$ cat src/rtl/core/glsd_pkg.sv
// Shared constants for the grid layout selection decoder.
// Field widths, default grid geometry and cell-centre spacing.
package glsd_pkg;

	localparam int GRID_CELLS_DEF   = 100;
	localparam int GRID_COLUMNS_DEF = 10;

	localparam int CHOICE_W = 8;
	localparam int CELL_W   = 7;
	localparam int METRE_W  = 11;

	localparam int CELL_PITCH_M  = 200;
	localparam int CELL_OFFSET_M = 100;

endpackage

$ cat src/rtl/core/grid_layout_selection_decoder_top.sv
// Grid layout selection decoder: maps design variables to turbine grid cells.
// Fixed-count picks come from a remaining-cell list in one synchronous RAM.
// An item that emits nothing is taken without leaving idle; a free-mode result
// passes through S_COORD and S_EMIT; a fixed-count result first waits for the
// list compaction in S_PICK and S_SHIFT, which moves one RAM entry per cycle.
// Reset: list, count, position and mode clear at once; no sweep of the RAM.
module grid_layout_selection_decoder_top
	import glsd_pkg::*;
#(
	parameter int GRID_CELLS   = GRID_CELLS_DEF,
	parameter int GRID_COLUMNS = GRID_COLUMNS_DEF
) (
	input  logic                       clk,
	input  logic                       arst_n,
	input  logic                       cfg_valid,
	output logic                       cfg_ready,
	input  logic                       cfg_data,
	input  logic                       in_valid,
	output logic                       in_stall,
	input  logic signed [CHOICE_W-1:0] choice,
	input  logic                       start_of_layout,
	output logic                       out_valid,
	input  logic                       out_stall,
	output logic [CELL_W-1:0]          cell_index,
	output logic [METRE_W-1:0]         x_metres,
	output logic [METRE_W-1:0]         y_metres
);

	localparam int IDX_W  = $clog2(GRID_CELLS);
	localparam int CNT_W  = $clog2(GRID_CELLS + 1);
	localparam int CMP_W  = (CNT_W > CHOICE_W - 1) ? CNT_W : CHOICE_W - 1;
	localparam int EXT_W  = (IDX_W > CELL_W) ? IDX_W : CELL_W;
	localparam int DIV_L  = $clog2(GRID_COLUMNS);
	localparam int DIV_S  = IDX_W + DIV_L;
	localparam int DIV_M  = ((1 << DIV_S) + GRID_COLUMNS - 1) / GRID_COLUMNS;
	localparam int PROD_W = IDX_W + DIV_S + 1;

	localparam logic [CNT_W-1:0]   CNT_FULL  = CNT_W'(GRID_CELLS);
	localparam logic [METRE_W-1:0] M_OFFSET  = METRE_W'(CELL_OFFSET_M);
	localparam logic [METRE_W-1:0] M_PITCH   = METRE_W'(CELL_PITCH_M);
	localparam logic [METRE_W-1:0] M_ROWSTEP = METRE_W'(CELL_PITCH_M * GRID_COLUMNS);

	typedef enum logic [2:0] {
		S_IDLE,
		S_PICK,
		S_SHIFT,
		S_COORD,
		S_EMIT
	} state_t;

	state_t             state_q;
	logic               mode_q;
	logic [CNT_W-1:0]   cnt_q;
	logic [CNT_W-1:0]   pos_q;
	logic [CNT_W-1:0]   lw_q;
	logic [IDX_W-1:0]   sel_q;
	logic [IDX_W-1:0]   cell_q;
	logic [IDX_W-1:0]   row_q;
	logic               out_valid_q;
	logic [CELL_W-1:0]  cell_index_q;
	logic [METRE_W-1:0] x_metres_q;
	logic [METRE_W-1:0] y_metres_q;

	logic [IDX_W-1:0] mem [GRID_CELLS];
	logic [IDX_W-1:0] rdata_s1;
	logic [IDX_W-1:0] rd_addr_s1;

	logic               in_xfer;
	logic [CNT_W-1:0]   eff_cnt;
	logic [CNT_W-1:0]   eff_pos;
	logic [CNT_W-1:0]   eff_lw;
	logic               choice_pos;
	logic [CMP_W-1:0]   choice_ext;
	logic [IDX_W-1:0]   sel_c;
	logic               rd_en;
	logic [IDX_W-1:0]   rd_addr;
	logic               wr_en;
	logic [IDX_W-1:0]   wr_addr;
	logic [IDX_W-1:0]   map_val;
	logic [CNT_W-1:0]   next_rd;
	logic               more_shift;
	logic [PROD_W-1:0]  row_prod;
	logic [EXT_W-1:0]   cell_ext;
	logic [METRE_W-1:0] x_c;
	logic [METRE_W-1:0] y_c;
	logic               out_free;

	assign cfg_ready = 1'b1;
	assign in_stall  = (state_q != S_IDLE);
	assign in_xfer   = in_valid && !in_stall;
	assign out_free  = !out_valid_q || !out_stall;

	assign out_valid  = out_valid_q;
	assign cell_index = cell_index_q;
	assign x_metres   = x_metres_q;
	assign y_metres   = y_metres_q;

	// start flag restarts the layout ahead of the item itself
	assign eff_cnt = start_of_layout ? CNT_FULL : cnt_q;
	assign eff_pos = start_of_layout ? '0 : pos_q;
	assign eff_lw  = start_of_layout ? CNT_FULL : lw_q;

	assign choice_pos = !choice[CHOICE_W-1] && (choice != '0);
	assign choice_ext = CMP_W'(choice[CHOICE_W-2:0]);

	always_comb begin
		if (choice_pos && (choice_ext <= CMP_W'(eff_cnt))) begin
			sel_c = IDX_W'(choice_ext - CMP_W'(1));
		end else begin
			sel_c = IDX_W'(eff_cnt - CNT_W'(1));
		end
	end

	// entries below the low-water mark were never rewritten and still hold their index
	assign map_val    = (CNT_W'(rd_addr_s1) < lw_q) ? rd_addr_s1 : rdata_s1;
	assign next_rd    = CNT_W'(rd_addr_s1) + CNT_W'(1);
	assign more_shift = next_rd < cnt_q;
	assign wr_addr    = rd_addr_s1 - IDX_W'(1);

	always_comb begin
		rd_en   = 1'b0;
		rd_addr = sel_c;
		wr_en   = 1'b0;
		unique case (state_q)
			S_IDLE: begin
				rd_en = in_xfer && mode_q && (eff_pos != CNT_FULL) && (eff_cnt != '0);
			end
			S_PICK: begin
				rd_en   = more_shift;
				rd_addr = IDX_W'(next_rd);
			end
			S_SHIFT: begin
				wr_en   = 1'b1;
				rd_en   = more_shift;
				rd_addr = IDX_W'(next_rd);
			end
			default: begin
				rd_en = 1'b0;
			end
		endcase
	end

	always_ff @(posedge clk) begin
		if (wr_en) begin
			mem[wr_addr] <= map_val;
		end
		if (rd_en) begin
			rdata_s1   <= mem[rd_addr];
			rd_addr_s1 <= rd_addr;
		end
	end

	assign row_prod = PROD_W'(cell_q) * PROD_W'(DIV_M);
	assign cell_ext = EXT_W'(cell_q);
	assign x_c = M_OFFSET + M_PITCH * METRE_W'(cell_q) - M_ROWSTEP * METRE_W'(row_q);
	assign y_c = M_OFFSET + M_PITCH * METRE_W'(row_q);

	always_ff @(posedge clk) begin
		if (in_xfer) begin
			sel_q  <= sel_c;
			cell_q <= IDX_W'(eff_pos);
		end
		if (state_q == S_PICK) begin
			cell_q <= map_val;
		end
		if (state_q == S_COORD) begin
			row_q <= IDX_W'(row_prod >> DIV_S);
		end
	end

	always_ff @(posedge clk or negedge arst_n) begin
		if (!arst_n) begin
			state_q      <= S_IDLE;
			mode_q       <= 1'b0;
			cnt_q        <= CNT_FULL;
			pos_q        <= '0;
			lw_q         <= CNT_FULL;
			out_valid_q  <= 1'b0;
			cell_index_q <= '0;
			x_metres_q   <= '0;
			y_metres_q   <= '0;
		end else begin
			if (cfg_valid && cfg_ready) begin
				mode_q <= cfg_data;
			end
			if ((state_q == S_EMIT) && out_free) begin
				out_valid_q <= 1'b1;
			end else if (out_valid_q && !out_stall) begin
				out_valid_q <= 1'b0;
			end
			unique case (state_q)
				S_IDLE: begin
					if (in_xfer) begin
						cnt_q <= eff_cnt;
						lw_q  <= eff_lw;
						if (eff_pos != CNT_FULL) begin
							pos_q <= eff_pos + CNT_W'(1);
							if (!mode_q) begin
								if (choice_pos) begin
									state_q <= S_COORD;
								end
							end else if (eff_cnt != '0) begin
								state_q <= S_PICK;
							end
						end else begin
							pos_q <= eff_pos;
						end
					end
				end
				S_PICK, S_SHIFT: begin
					if (more_shift) begin
						state_q <= S_SHIFT;
					end else begin
						cnt_q   <= cnt_q - CNT_W'(1);
						if (CNT_W'(sel_q) < lw_q) begin
							lw_q <= CNT_W'(sel_q);
						end
						state_q <= S_COORD;
					end
				end
				S_COORD: begin
					state_q <= S_EMIT;
				end
				S_EMIT: begin
					if (out_free) begin
						cell_index_q <= cell_ext[CELL_W-1:0];
						x_metres_q   <= x_c;
						y_metres_q   <= y_c;
						state_q      <= S_IDLE;
					end
				end
				default: begin
					state_q <= S_IDLE;
				end
			endcase
		end
	end

endmodule

$ cat config.mk
export PLATFORM = sky130hd
export DESIGN_NAME = grid_layout_selection_decoder_top
export DESIGN_NICKNAME = d
export VERILOG_FILES = /design/src/rtl/core/glsd_pkg.sv /design/src/rtl/core/grid_layout_selection_decoder_top.sv
export SDC_FILE = /design/constraint.sdc
export NUM_CORES = 1
export LEC_CHECK = 0
export CORE_UTILIZATION = 45
export CTS_BUF_LIST = sky130_fd_sc_hd__clkbuf_4
export CTS_CLUSTER_DIAMETER = 60
export DETAILED_ROUTE_END_ITERATION = 16
export DONT_BUFFER_PORTS = 1
export SLEW_MARGIN = 20
export SYNTH_ARGS = -nofsm -noshare
export SYNTH_HDL_FRONTEND = slang
export SYNTH_SLANG_ARGS = --single-unit
$ cat constraint.sdc
create_clock -name clk -period 3.8 [get_ports clk]
set_input_delay 0.38 -clock clk [delete_from_list [all_inputs] [get_ports clk]]
set_output_delay 0.38 -clock clk [all_outputs]
set_load 0.02 [all_outputs]
==> results.py <==
metrics = {
    "sta": {
        "setup_viol": 5,
        "hold_viol_final": 0,
        "tightest_slew_ns": 0.828,
        "max_slew_margin_pct": 44.8,
        "slew_violations": 0,
        "worst_slack_ns": -0.215,
        "fmax_ghz": 0.249,
        "min_period_over_period_pct": 106,
        "post-route-min-period_ns": 4.01,
        "fin_skew_ns": 0.0806,
        "rsz0062_at_grt": "true",
    },
    "grt": {
        "grt_use_total_pct": 27.3,
        "gr-total-overflow": 0,
        "grt_antenna_before_repair": 3,
        "grt_pass1_vias": 25300,
        "grt_max_degree": 64,
        "grt_pass1_wl_mm": 158,
    },
    "synthesis": {
        "ys_top_cells_by_area": "edfxtp_1 63%, nand2_1 6.3%, nand3_1 3.7%",
        "synth_top_flop_cell": "edfxtp_1",
        "seq_area_frac_synth_pct": 67.0,
        "postSynthCellCount": 2793,
        "yosys.area.top_type": "edfxtp_1",
        "avgSynthCellArea_um2": 12.4,
        "synth_edf_count": 732,
        "synth.distinct_cells": 78,
        "yosysMostFrequentCell": "edfxtp_1",
        "yosysTopAreaCellShare_pct": 63.5,
        "synthArstFlopShare_pct": 6.27,
        "synthTopCellsByCount": "732 x edfxtp_1, 580 x nand2_1, 255 x nand3_1, 200 x nor2_1, 97 x ha_1",
        "syn_area_um2": 34600,
        "ys_ff_latch": 781,
        "synth_warnings": 0,
    },
    "cts": {
        "cts_num_sinks": 781,
        "clock_tree.buffer_depth": 3,
        "htreeDepth": 4,
        "clock-root-buffer": "clkbuf_4",
        "cts-buffers-inserted": 202,
        "cts_tree": "built",
        "clk_latency_ns": 1.07,
        "clkTransAtPathRegs_ns": 0.07,
    },
    "floorplanning": {
        "row_count": 101,
        "die_h_um": 279,
        "die_w_um": 279,
        "start_util_pct": 45.5,
        "die-area_um2": 78100,
        "io_pins": 47,
        "core_area_um2": 76100,
    },
    "drt": {
        "drc": 0,
        "routed_wl_mm": 108,
        "wl_per_cell_um": 24.2,
        "first_pass_iters": 6,
        "initialDrtViolationCount": 2726,
        "routed-via-count": 25500,
        "via_per_inst": 5.72,
        "ant_nets": 0,
    },
    "worst_setup_path": {
        "critPathRequiredTime_ns": 4.64,
        "reg2reg_from": "cell_ext[4]",
        "critPathLaunch": "cell_ext[4]",
        "cp_data_arrival_time_ns": 4.86,
        "critical_path_class": "reg2reg",
        "rrSetupSlack_ns": -0.21,
        "r2r_cells": 17,
        "crit_path_end_kind": "flop",
        "crit_end": "row_q[3]",
        "cp-start-kind": "flop",
        "cp_max_fo": 2,
        "r2r-end": "row_q[3]",
    },
    "final_layout": {
        "largest_reg_flops": 700,
        "layout-drive-gt1-share_pct": 28.6,
        "area_growth_syn_to_layout_pct": 27.0,
        "fill_cells": 6188,
        "largest-register": "mem",
        "fin_nets": 3412,
        "fin_area_um2": 44000,
    },
    "placement": {
        "post-place-ws_ns": -0.291,
        "io_buffers": 0,
        "placed_cell_area_um2": 38100,
        "hpwlAfterDp_mm": 66.4,
        "gp_congestion": 0.942,
    },
    "status": {
        "violations": "setup timing",
        "run_status": "complete, but fails checks",
    },
    "worst_hold_path": {
        "hp-class": "in2reg",
    },
    "job": {
        "max_cap_viol_count": 0,
    },
}
==> metal layers <==
metal / vias up / wire length (um) / share of wire (%) / global-route usage [%]
li1: 11300 / - / - / -
met1: 12700 / 44000 / 41 / 37.1
met2: 1298 / 50000 / 46 / 42.6
met3: 223 / 10200 / 9.5 / 7.04
met4: 2 / 3340 / 3.1 / 9.58
met5: - / 7 / 0.0065 / 0
==> cells in the final DEF, fill, tap and decap left out, types with 18 or more instances in the layout <==
master         Yosys  routed
mux2i_1           75      62
a21o_1            19      18
nor2_1           200     194
o21ai_0           65      55
nand4_1           38      38
edfxtp_1         732     732
dlygate4sd3_1      0      18
ha_1              97      89
buf_6              7      44
nand3_1          255     217
buf_4             21     285
clkbuf_4           0     295
a21oi_1           75      51
nand3_2            0      33
dfrtp_1           43      43
nor3_1            22      18
xnor2_1           31      31
clkinv_1           0      31
nand2_1          580     555
inv_1             77      77
buf_12             0      58
==> worst max-delay path, cell delays in order (launching register included) <==
cell,delay (ns)
edfxtp_1,0.45
ha_4,0.31
ha_4,0.20
fa_1,0.48
inv_1,0.06
fa_1,0.49
inv_1,0.04
ha_1,0.26
a31o_2,0.20
a21o_1,0.15
a21o_1,0.16
a21oi_2,0.15
nor2b_2,0.06
o21a_1,0.19
o21a_1,0.19
o21a_1,0.20
nor2_1,0.12
xnor2_1,0.07
==> cell families (layout without fill, tap and decap cells) <==
| group | Yosys count | count (layout) | synth area share [%] |
|---|---|---|---|
| compound gates | 332 | 332 | 6.52 |
| xor+xnor | 44 | 44 | 1.11 |
| fa+ha+maj | 112 | 112 | 4.37 |
| buf+inv | 244 | 868 | 3.27 |
| flops | 781 | 781 | 67.0 |
| mux | 95 | 95 | 2.82 |
| other cells | 2 | 7 | 0.0217 |
| simple gates | 1183 | 1183 | 14.8 |
==> layout make-up <==
cell class                 instances  area, um2  area share, %
tap                             1030       1290           2.93
multi-input combinational       1771      11600           26.5
sequential                       781      23200           52.8
inverter                          82        347          0.788
clock buffer                     295       2210           5.04
clock inverter                    44        302          0.686
timing repair buffer             447       4950           11.3
antenna                            2       5.00         0.0114
==> what timing repair did <==
item | 4_1_cts | 5_1_grt
buffers inserted | 65 | 30
endpoints found under the hold margin | 128 | 0
endpoints found under the setup margin | 10 | 42
gates resized for setup | 219 | 178
hold buffers | 21 | 0
pin swaps | 95 | 97
cloned | 15 | 8
==> per-stage QoR <==
step           hold WS (ns)  instances  utilization, %  setup TNS [ns]
6_report              0.132       4452            57.8          -0.506
5_1_grt              0.0368       4452            57.8           -1.38
4_1_cts             0.00521       4423            56.3          -0.915
3_5_place_dp         0.0856       3988            50.1           -1.23
3_3_place_gp         0.0854       3988            50.1           -1.14
2_1_floorplan        0.0844       2796               -          -0.208
==> worst min path at each step <==
stage	from	to	slack (ns)	depth (start not counted)
after detailed placement	arst_n	x_metres[2]	0.09	0
after floorplan	arst_n	cell_index[0]	0.08	0
after CTS	choice[3]	sel_q[3]	0.005	4
final	out_stall	out_valid	0.13	3
after global placement	arst_n	x_metres[2]	0.09	0
after global routing	choice[3]	sel_q[3]	0.04	4
Power is left out: the tool's default activity adds up to more than one toggle a clock period on the data nets, which glitch-free logic cannot reach.
